--- config.mk ---
export PLATFORM = sky130hd
export DESIGN_NAME = tsn_rsp_fifo
export DESIGN_NICKNAME = d
export VERILOG_FILES = /design/src/sv/tsn_pkg.sv /design/src/sv/tsn_rsp_fifo.sv
export SDC_FILE = /design/constraint.sdc
export NUM_CORES = 1
export LEC_CHECK = 0
export ABC_CLOCK_PERIOD_IN_PS = 2600
export BUFFER_PORTS_ARGS = -buffer_cell sky130_fd_sc_hd__buf_2
export CAP_MARGIN = 20
export CORE_UTILIZATION = 40
export CTS_BUF_LIST = sky130_fd_sc_hd__clkbuf_8 sky130_fd_sc_hd__clkbuf_16
export CTS_CLUSTER_SIZE = 40
export DETAILED_ROUTE_END_ITERATION = 10
export GPL_TIMING_DRIVEN = 0
export PLACE_DENSITY_LB_ADDON = 0.08
export SYNTH_ARGS = -nofsm -noshare
export SYNTH_HDL_FRONTEND = slang
export SYNTH_SLANG_ARGS = --single-unit
--- constraint.sdc ---
create_clock -name clock -period 2.6 [get_ports clock]
set_input_delay 0.13 -clock clock [delete_from_list [all_inputs] [get_ports clock]]
set_output_delay 0.13 -clock clock [all_outputs]
set_load 0.05 [all_outputs]
--- src/sv/tsn_pkg.sv ---
package tsn_pkg;

   // Texel store geometry
   localparam int TEXEL_DEPTH = 65536;
   localparam int MEM_AW      = $clog2(TEXEL_DEPTH);

   // Checker square size is 2^-CHECK_SCALE_LOG2 in texture space
   localparam int CHECK_SCALE_LOG2 = 4;
   localparam int CHECK_BIT        = 16 - CHECK_SCALE_LOG2;

   // Field widths
   localparam int COORD_W = 24;
   localparam int FRAC_W  = 16;
   localparam int SIZE_W  = 9;
   localparam int ADDR_W  = 16;
   localparam int RGB_W   = 24;
   localparam int CHAN_W  = 8;
   localparam int IDX_W   = 2 * SIZE_W + 1;

   // Result queue
   localparam int FIFO_DEPTH = 8;
   localparam int FIFO_AW    = $clog2(FIFO_DEPTH);
   localparam int FIFO_CW    = $clog2(FIFO_DEPTH + 1);

   // Register port
   localparam int CSR_AW = 5;
   localparam int CSR_DW = 32;

   typedef enum logic [1:0] {
      MODE_SOLID   = 2'd0,
      MODE_CHECKER = 2'd1,
      MODE_IMAGE   = 2'd2,
      MODE_NONE    = 2'd3
   } tsn_mode_type;

   typedef enum logic [2:0] {
      REG_MODE    = 3'd0,
      REG_SOLID   = 3'd1,
      REG_CHECK_A = 3'd2,
      REG_CHECK_B = 3'd3,
      REG_OFF_U   = 3'd4,
      REG_OFF_V   = 3'd5,
      REG_WIDTH   = 3'd6,
      REG_HEIGHT  = 3'd7
   } tsn_reg_type;

   typedef struct packed {
      tsn_mode_type        mode;
      logic [RGB_W-1:0]    solid;
      logic [RGB_W-1:0]    check_a;
      logic [RGB_W-1:0]    check_b;
      logic [FRAC_W-1:0]   off_u;
      logic [FRAC_W-1:0]   off_v;
      logic [SIZE_W-1:0]   width;
      logic [SIZE_W-1:0]   height;
   } tsn_cfg_type;

   // Request payload carried down the pipe next to the index math
   typedef struct packed {
      logic                load;
      logic                image;
      logic [RGB_W-1:0]    colour;
      logic [ADDR_W-1:0]   waddr;
   } tsn_item_type;

endpackage

--- src/sv/tsn_rsp_fifo.sv ---
module tsn_rsp_fifo
   import tsn_pkg::*;
(
   input  logic               clock,
   input  logic               reset,
   input  logic               take_sample,
   input  logic               push,
   input  logic [RGB_W-1:0]   push_rgb,
   output logic               full,
   output logic               rsp_valid,
   input  logic               rsp_stall,
   output logic [RGB_W-1:0]   rsp_rgb
);

   logic [RGB_W-1:0]    q_ff [FIFO_DEPTH];
   logic [FIFO_AW-1:0]  head_ff, tail_ff;
   logic [FIFO_CW-1:0]  count_ff, credit_ff;
   logic                pop;

   assign pop       = (count_ff != '0) && !rsp_stall;
   assign rsp_valid = (count_ff != '0);
   assign rsp_rgb   = q_ff[head_ff];

   // Stall requests once every queue slot is spoken for by an outstanding sample
   assign full = (credit_ff == FIFO_CW'(FIFO_DEPTH));

   always_ff @(posedge clock) begin
      if (push) begin
         q_ff[tail_ff] <= push_rgb;
      end
   end

   always_ff @(posedge clock) begin
      if (reset) begin
         head_ff   <= '0;
         tail_ff   <= '0;
         count_ff  <= '0;
         credit_ff <= '0;
      end else begin
         if (push) begin
            tail_ff <= tail_ff + 1'b1;
         end
         if (pop) begin
            head_ff <= head_ff + 1'b1;
         end
         case ({push, pop})
            2'b10:   count_ff <= count_ff + 1'b1;
            2'b01:   count_ff <= count_ff - 1'b1;
            default: count_ff <= count_ff;
         endcase
         case ({take_sample, pop})
            2'b10:   credit_ff <= credit_ff + 1'b1;
            2'b01:   credit_ff <= credit_ff - 1'b1;
            default: credit_ff <= credit_ff;
         endcase
      end
   end

   a_no_overflow: assert property (@(posedge clock) disable iff (reset)
      push |-> (count_ff != FIFO_CW'(FIFO_DEPTH)))
      else $error("result queue overflow");

   a_credit_covers: assert property (@(posedge clock) disable iff (reset)
      credit_ff >= count_ff)
      else $error("queued results exceed outstanding samples");

   a_count_up: assert property (@(posedge clock) disable iff (reset)
      (push && !pop) |=> (count_ff == $past(count_ff) + 1'b1))
      else $error("queue count did not advance on push");

endmodule

==> results.json <==
{
  "status": "finished clean",
  "vias": 3933,
  "startpoint_type": "flop",
  "place_hpwl_um": 9670,
  "nets": 526,
  "port_buffers": 53,
  "die_area_mm2": 0.0210,
  "cap_violations": 0,
  "hp-class": "in2reg",
  "ant_nets": 0,
  "firstDrtPassIters": 4,
  "setup_viol": 0,
  "ys_ff_latch": 209,
  "wirelength_um": 15800,
  "ys_types": 31,
  "grt_pass1_vias": 4150,
  "layout-drive-gt1-share": 0.369,
  "grt_pass1_wl_um": 24200,
  "die_x_um": 145,
  "fillers": 1622,
  "fp-row-count": 51,
  "clk_pin_slew_worst_paths_ns": 0.06,
  "core_region_area_mm2": 0.0197,
  "postLayoutCoreUtil": 0.505,
  "cts_tree": "yes",
  "fin_skew_ns": 0.00645,
  "ir_drop_uv": 436,
  "numClockSinks": 209,
  "timing.final.crit_share": 0.966,
  "die-height_um": 145,
  "clk_latency_ns": 0.49,
  "cts_setup_buffers": 0,
  "diodes": 0,
  "vias_per_cell": 5.11,
  "grt_max_degree": 25,
  "power_w": 0.00964,
  "cts_max_path_buffers": 3,
  "rsz0062_at_grt": "no",
  "grt_overflow": 0,
  "period_needed_ns": 2.51,
  "grt_use_total": 0.160,
  "crit_type": "reg2out",
  "slew_headroom": 0.365,
  "worstPathRequired_ns": 2.47,
  "total_leakage_power_nw": 3.36,
  "hold_viol": 0,
  "crit_fanout": 10,
  "slew_violations": 0,
  "crit_arrival_ns": 2.38,
  "root_buffer": "clkbuf_16",
  "antenna_found_initial": 0,
  "worstSetupEndpointType": "output pin",
  "start_util": 0.414,
  "syn_to_final_growth_pct": 22.1,
  "ios": 55,
  "cts_buffers": 22,
  "power-per-cell-area_mw_per_mm2": 967,
  "yosysSeqAreaShare": 0.748,
  "gp_congestion": 0.762,
  "synth_area_mm2": 0.00816,
  "worstMarginPinSlew_ns": 0.953,
  "synth_nets": 416,
  "wire_per_inst_um": 20.6,
  "syn_area_per_cell_um2": 21.5,
  "h-tree-depth": 1,
  "drt_iter0_drc": 245,
  "post-route-drc-count": 0,
  "yosys_warnings": 0,
  "fmax_ghz": 0.398,
  "synth_cells": 379
}
per-layer routing:
metal | up-vias | wire (µm) | global-route usage
met5 | - | 0 | 0
met4 | 0 | 225 | 0.0404
met3 | 17 | 801 | 0.0273
met2 | 87 | 7670 | 0.256
met1 | 2056 | 7130 | 0.228
li1 | 1773 | - | -
cells in the mapped netlist, drive strengths merged:
master / number / area (µm²)
a41oi: 1 / 8.76
or3: 2 / 12.5
buf: 11 / 90.1
edfxtp: 192 / 5770
nor2b: 2 / 12.5
mux4: 48 / 1080
mux2: 27 / 349
dfxtp: 17 / 340
a21oi: 5 / 25.0
nor2: 20 / 75.1
xor2: 7 / 61.3
nand2: 6 / 22.5
o22ai: 1 / 6.26
clkbuf: 5 / 18.8
o41ai: 1 / 16.3
ha: 8 / 100
xnor2: 3 / 26.3
nor3b: 2 / 15.0
nor4: 1 / 6.26
nor4b: 2 / 17.5
mux2i: 3 / 30.0
nor3: 3 / 15.0
o21ai: 4 / 20.0
a32o: 1 / 10.0
inv: 3 / 11.3
nand2b: 4 / 25.0
cell type report:
type | instances | area [µm²] | area share
plain buffers | 16 | 115 | 0.0116
clock buffers | 23 | 576 | 0.0578
clock inverters | 16 | 143 | 0.0143
inverters | 3 | 11.3 | 0.00113
multi-input cells | 151 | 2010 | 0.202
flip-flops and latches | 209 | 6110 | 0.613
well taps | 265 | 332 | 0.0333
repair buffers | 86 | 669 | 0.0672
registers in the layout, indices dropped and copies added, names as in the netlist, named ones only:
name,count
count_ff,4
credit_ff,4
head_ff,3
q_ff,192
tail_ff,3
cells in the final DEF (no fill, tap or decap), types with 8 or more instances in the layout:
cell type / n
edfxtp_1: 192
buf_2: 59
mux4_2: 48
dlygate4sd3_1: 26
clkbuf_16: 23
dfxtp_1: 17
mux2_2: 13
nor2_1: 13
mux2_4: 12
inv_1: 10
ha_1: 8
worst paths after layout:
path | start | end | slack (ns) | depth (start not counted)
max reg2reg | count_ff[1] | count_ff[3] | 0.23 | 8
min reg2reg | head_ff[2] | flop | 0.52 | 2
min | rsp_stall | flop | 0.04 | 4
max | flop | rsp_rgb[3] | 0.09 | 5
what timing repair did:
item / CTS / global route
hold buffers: 26 / 0
setup endpoints to repair: 4 / 14
cloned: 0 / 0
gates resized for setup: 3 / 7
endpoints found under the hold margin: 194 / 0
critical path: stages (launching register included):
cell and delay [ns]:
dfxtp_1 0.36, buf_2 0.30, buf_2 0.37, mux4_2 0.35, mux2_4 0.29, buf_2 0.21
report_power, final:
group | switching, W | internal [W]
registers | 0.000125 | 0.00383
clock network | 0.00120 | 0.00188
logic | 0.00149 | 0.00111
stage by stage:
stage               TNS [ns]  instance area, µm²  hold slack, ns  setup slack, ns  instances
finish                     0                9970          0.0433           0.0879        769
floorplan                  0                8170           0.229           0.0591        379
CTS                        0                9950         0.00820           0.0101        769
detailed placement    -0.458                8960           0.404           -0.180        704
global placement     -125.73                8760           0.394            -1.92        697
global route               0                9970          0.0671          0.00710        769
cells by family (layout without fill, tap and decap cells):
kind of cell    Yosys count  count (layout)  synth area share
simple gates             42              42            0.0247
compound gates           13              13            0.0106
xor+xnor                 10              10            0.0107
fa+ha+maj                 8               8            0.0123
flops                   209             209             0.748
buf+inv                  19             144            0.0147
mux                      78              78             0.179
Power figures use the tool's default switching activity.
