**src/sv/tsn_pkg.sv**
```systemverilog
package tsn_pkg;

   // Texel store geometry
   localparam int TEXEL_DEPTH = 65536;
   localparam int MEM_AW      = $clog2(TEXEL_DEPTH);

   // Checker square size is 2^-CHECK_SCALE_LOG2 in texture space
   localparam int CHECK_SCALE_LOG2 = 4;
   localparam int CHECK_BIT        = 16 - CHECK_SCALE_LOG2;

   // Field widths
   localparam int COORD_W = 24;
   localparam int FRAC_W  = 16;
   localparam int SIZE_W  = 9;
   localparam int ADDR_W  = 16;
   localparam int RGB_W   = 24;
   localparam int CHAN_W  = 8;
   localparam int IDX_W   = 2 * SIZE_W + 1;

   // Result queue
   localparam int FIFO_DEPTH = 8;
   localparam int FIFO_AW    = $clog2(FIFO_DEPTH);
   localparam int FIFO_CW    = $clog2(FIFO_DEPTH + 1);

   // Register port
   localparam int CSR_AW = 5;
   localparam int CSR_DW = 32;

   typedef enum logic [1:0] {
      MODE_SOLID   = 2'd0,
      MODE_CHECKER = 2'd1,
      MODE_IMAGE   = 2'd2,
      MODE_NONE    = 2'd3
   } tsn_mode_type;

   typedef enum logic [2:0] {
      REG_MODE    = 3'd0,
      REG_SOLID   = 3'd1,
      REG_CHECK_A = 3'd2,
      REG_CHECK_B = 3'd3,
      REG_OFF_U   = 3'd4,
      REG_OFF_V   = 3'd5,
      REG_WIDTH   = 3'd6,
      REG_HEIGHT  = 3'd7
   } tsn_reg_type;

   typedef struct packed {
      tsn_mode_type        mode;
      logic [RGB_W-1:0]    solid;
      logic [RGB_W-1:0]    check_a;
      logic [RGB_W-1:0]    check_b;
      logic [FRAC_W-1:0]   off_u;
      logic [FRAC_W-1:0]   off_v;
      logic [SIZE_W-1:0]   width;
      logic [SIZE_W-1:0]   height;
   } tsn_cfg_type;

   // Request payload carried down the pipe next to the index math
   typedef struct packed {
      logic                load;
      logic                image;
      logic [RGB_W-1:0]    colour;
      logic [ADDR_W-1:0]   waddr;
   } tsn_item_type;

endpackage

```
**src/sv/tsn_addr_gen.sv**
```systemverilog
module tsn_addr_gen
   import tsn_pkg::*;
(
   input  logic                      clock,
   input  logic                      reset,
   input  tsn_cfg_type               cfg,
   input  logic                      take,
   input  logic                      req_action,
   input  logic signed [COORD_W-1:0] req_u_coord,
   input  logic signed [COORD_W-1:0] req_v_coord,
   input  logic [ADDR_W-1:0]         req_texel_address,
   input  logic [RGB_W-1:0]          req_texel_rgb,
   output logic                      out_vld,
   output tsn_item_type              out_item,
   output logic [IDX_W-1:0]          out_idx,
   output logic                      out_oob
);

   logic                  s1_vld_ff, s2_vld_ff, s3_vld_ff;
   tsn_item_type          s1_item_ff, s2_item_ff, s3_item_ff;
   tsn_item_type          s1_item_in;
   logic [FRAC_W-1:0]     fu_ff, fv_ff;
   logic [SIZE_W-1:0]     col_ff, row_ff;
   logic [IDX_W-1:0]      idx_ff, idx_in;
   logic                  oob_ff;
   logic                  parity;
   logic [FRAC_W+SIZE_W-1:0] prod_u, prod_v;
   logic [2*SIZE_W-1:0]   row_base;

   // Pick the fixed colour for non-image modes, or the texel for a load
   assign parity = req_u_coord[CHECK_BIT] ^ req_v_coord[CHECK_BIT];

   always_comb begin
      s1_item_in.load  = req_action;
      s1_item_in.image = (cfg.mode == MODE_IMAGE);
      s1_item_in.waddr = req_texel_address;
      if (req_action) begin
         s1_item_in.colour = req_texel_rgb;
      end else begin
         unique case (cfg.mode)
            MODE_SOLID:   s1_item_in.colour = cfg.solid;
            MODE_CHECKER: s1_item_in.colour = parity ? cfg.check_b : cfg.check_a;
            default:      s1_item_in.colour = '0;
         endcase
      end
   end

   // Scale the wrapped fractions by the texture size
   assign prod_u = (FRAC_W+SIZE_W)'(fu_ff) * (FRAC_W+SIZE_W)'(cfg.width);
   assign prod_v = (FRAC_W+SIZE_W)'(fv_ff) * (FRAC_W+SIZE_W)'(cfg.height);

   // Linear index and store bound check
   assign row_base = (2*SIZE_W)'(row_ff) * (2*SIZE_W)'(cfg.width);
   assign idx_in   = IDX_W'(row_base) + IDX_W'(col_ff);

   always_ff @(posedge clock) begin
      if (reset) begin
         s1_vld_ff <= 1'b0;
         s2_vld_ff <= 1'b0;
         s3_vld_ff <= 1'b0;
      end else begin
         s1_vld_ff <= take;
         s2_vld_ff <= s1_vld_ff;
         s3_vld_ff <= s2_vld_ff;
      end
      s1_item_ff <= s1_item_in;
      fu_ff      <= req_u_coord[FRAC_W-1:0] + cfg.off_u;
      fv_ff      <= req_v_coord[FRAC_W-1:0] + cfg.off_v;
      s2_item_ff <= s1_item_ff;
      col_ff     <= prod_u[FRAC_W+SIZE_W-1:FRAC_W];
      row_ff     <= prod_v[FRAC_W+SIZE_W-1:FRAC_W];
      s3_item_ff <= s2_item_ff;
      idx_ff     <= idx_in;
      oob_ff     <= (32'(idx_in) >= TEXEL_DEPTH);
   end

   assign out_vld  = s3_vld_ff;
   assign out_item = s3_item_ff;
   assign out_idx  = idx_ff;
   assign out_oob  = oob_ff;

endmodule

```
**config.mk**
```make
export PLATFORM = sky130hd
export DESIGN_NAME = tsn_addr_gen
export DESIGN_NICKNAME = d
export VERILOG_FILES = /design/src/sv/tsn_pkg.sv /design/src/sv/tsn_addr_gen.sv
export SDC_FILE = /design/constraint.sdc
export NUM_CORES = 1
export LEC_CHECK = 0
export ABC_AREA = 1
export BUFFER_PORTS_ARGS = -buffer_cell sky130_fd_sc_hd__clkbuf_2
export CORE_ASPECT_RATIO = 1.5
export CORE_MARGIN = 8
export CORE_UTILIZATION = 59
export DETAILED_ROUTE_END_ITERATION = 7
export PLACE_DENSITY = 0.82
export RECOVER_POWER = 50
export SETUP_SLACK_MARGIN = 0.15
export SLEW_MARGIN = 30
export SYNTH_ARGS = -nofsm -noshare
export SYNTH_HDL_FRONTEND = slang
export SYNTH_SLANG_ARGS = --single-unit
```
**constraint.sdc**
```tcl
create_clock -name clock -period 5.2 [get_ports clock]
set_input_delay 0 -clock clock [delete_from_list [all_inputs] [get_ports clock]]
set_output_delay 0 -clock clock [all_outputs]
set_load 0.01 [all_outputs]
```
==> impl_metrics.yaml <==
routing:
  dr.pass1.iters: 5
  vias: 16574
  drtIter0Drc: 1039
  wl_mm: 52.2
  ant_nets: 0
  via_per_inst: 5.29
  wl_per_cell_um: 16.7
  drc: 0
synthesis:
  synth_seq_area_share_pct: 21.4
  synth_area_leaders: "fa_1, dfxtp_1, nand2_1, ha_1, inv_1"
  post_synth.cell_area_avg_um2: 7.77
  synth_edf_count: 0
  synthCells: 2390
  synth_top_cell_area_share_pct: 27.4
  synthArstFlopShare_pct: 0
  synth_ff_type: "dfxtp_1"
  synth_cell_type_count: 32
  ys_ff_latch: 199
  synth_warnings: 0
  syn_area_um2: 18600
  synth.net_count: 3028
  yosys.area.top_type: "fa_1"
sta:
  rsz0062_at_grt: "false"
  hold_viol: 0
  min_period_over_period_pct: 91.7
  finalSetupViolCount: 0
  fmax_ghz: 0.210
  fin_tns_setup_ns: 0
  fin_crit_ns: 4.77
  fin_skew_ns: 0.0178
  finalWorstSetupSlack_ns: 0.431
  worst_pin_slew_ns: 1.10
  slew_headroom_pct: 26.6
  maxSlewViolCount: 0
floorplanning:
  fp-row-count: 79
  die_area_um2: 37500
  io_pins: 279
  start_util_pct: 59.9
  coreArea_um2: 31000
  die_h_um: 233
  die_x_um: 161
worst_setup_path:
  crit_chain: "nand2_1 > fa_1 > inv_1 > fa_1 > inv_1 > fa_1 > inv_1 > fa_1 > inv_1 > fa_1 > inv_1 > ha_1 > nand2_1 > a21oi_1 > nor2_1 > nand2_1 > nand2_1 > nand3_1 > nand2_1 > nor2_1 > nand2_1"
  start_kind: "flip-flop"
  crit_top_cell: "nand2_1"
  critical_path_arrival_ns: 5.12
  cp.required_ns: 5.55
  cp_top_family: "adder cells"
  slowest_delay_ns: 0.56
  cp_num_buf_inv: 5
  cp-end-kind: "flip-flop"
  crit_fanout: 9
  critical_path_class: "flip-flop to flip-flop"
  critPathSlowestCell: "fa_1"
cts:
  tritoncts: "yes"
  clkTransAtPathRegs_ns: 0.08
  clock_latency_ns: 0.47
  clock-sinks: 199
  cts-resized-gates: 0
  cts_buffer_depth: 2
  cts_root_buf: "clkbuf_16"
  cts-buffers-inserted: 17
  htreeDepth: 4
worst_hold_path:
  hold_path.class: "input pin to flip-flop"
layout:
  nets: 3351
  mostFrequentLayoutCells: "nand2_1, inv_1, fa_1"
  regArea_um2: 3980
  drive_gt1_share_pct: 10.2
  multi_input_area_um2: 12200
  final_cells: 3133
  num-fill-cells: 2327
  area_growth_syn_to_layout_pct: 18.4
  layout_commonest_cell: "nand2_1"
global_route:
  grt_pass1_vias: 17961
  gr-total-overflow: 0
  grt_max_degree: 27
  grt_pass1_wl_mm: 84.6
  grt_antenna_before_repair: 2
  track_usage_pct: 28.1
placed_design:
  dp_slack_ns: 0.475
  routabilityCongestion: 0.942
  dp_hpwl_mm: 39.8
  port_buffers: 262
  placed_cells: 2970
outcome:
  status: "finished clean"
run:
  maxCapViolations: 0
logic make-up after synthesis:
logic type               Yosys count  share of synthesized area, %
AND/OR/NAND/NOR                  888                          18.9
buffers and inverters            626                          12.7
adder cells (fa/ha/maj)          422                          38.7
AO/OA/AOI/OAI                    212                          6.28
flip-flops                       199                          21.4
XOR/XNOR                          43                          2.03
state kept, by name (all words and copies together) (netlist names):
register	cells
out_item	42
s1_item_ff	42
s2_item_ff	42
out_idx	19
fu_ff	16
fv_ff	16
col_ff	9
row_ff	9
out_oob	1
out_vld	1
s1_vld_ff	1
s2_vld_ff	1
cell type report:
cell class                 instances  share of cell area (%)
timing repair buffer             400                    12.0
antenna                            2                  0.0228
multi-input combinational       1565                    55.6
sequential                       199                    18.1
tap                              405                    2.30
clock inverter                    15                   0.984
inverter                         530                    9.04
clock buffer                      17                    1.93
worst paths after layout:
check	startpoint	to	slack (ns)	cells after the start
setup / recovery	row_ff[7]	out_oob	0.43	21
hold / removal	cfg[19]	fv_ff[2]	0.02	4
setup reg to reg	row_ff[7]	out_oob	0.43	21
hold reg to reg	s1_item_ff[10]	s2_item_ff[10]	0.32	0
stage by stage:
step / hold WS, ns / utilization (%) / cell area, um^2
final: 0.0240 / 70.9 / 22000
after global routing: 0.0157 / 70.9 / 22000
after CTS: 0.00163 / 71.0 / 22000
after detailed placement: 0.104 / 64.8 / 20100
after global placement: 0.103 / 64.8 / 20100
after floorplan: 0.0277 / - / 18600
worst reg2reg max path: stages (launching register included):
cell and delay (ns):
dfxtp_1 0.53, nand2_1 0.15, fa_1 0.56, inv_1 0.06, fa_1 0.49, inv_1 0.05, fa_1 0.53, inv_1 0.05
fa_1 0.47, inv_1 0.05, fa_1 0.47, inv_1 0.04, ha_1 0.30, nand2_1 0.11, a21oi_1 0.14, nor2_1 0.05
nand2_1 0.14, nand2_1 0.09, nand3_1 0.09, nand2_1 0.07, nor2_1 0.12, nand2_1 0.08
synth_stat cells (4+ instances only):
library cell / n
o21ai_0: 64
nor3_1: 15
xnor2_1: 18
nand2_1: 678
fa_1: 254
nand4_1: 17
a21boi_0: 5
o21ai_1: 7
inv_1: 530
dfxtp_1: 199
buf_2: 8
o21bai_1: 17
ha_1: 168
clkbuf_1: 80
nor2_1: 109
nand3b_1: 4
nand3_1: 57
a21oi_1: 99
o31ai_1: 4
buf_1: 8
a21o_1: 9
xor2_1: 25
timing repair:
action                    4_1_cts  5_1_grt
setup buffers                   0        0
hold endpoints to repair       75        0
hold buffers                  129        0
metal layers:
metal	global-route usage [%]	vias to the layer above	part of all wire, %
met3	5.41	216	6.3
met1	26.6	7874	33
met5	0	-	0
met2	54.2	744	54
li1	-	7740	-
met4	18.1	0	6.5
Power is left out: the tool's default activity adds up to more than one toggle a clock period on the data nets, which glitch-free logic cannot reach.
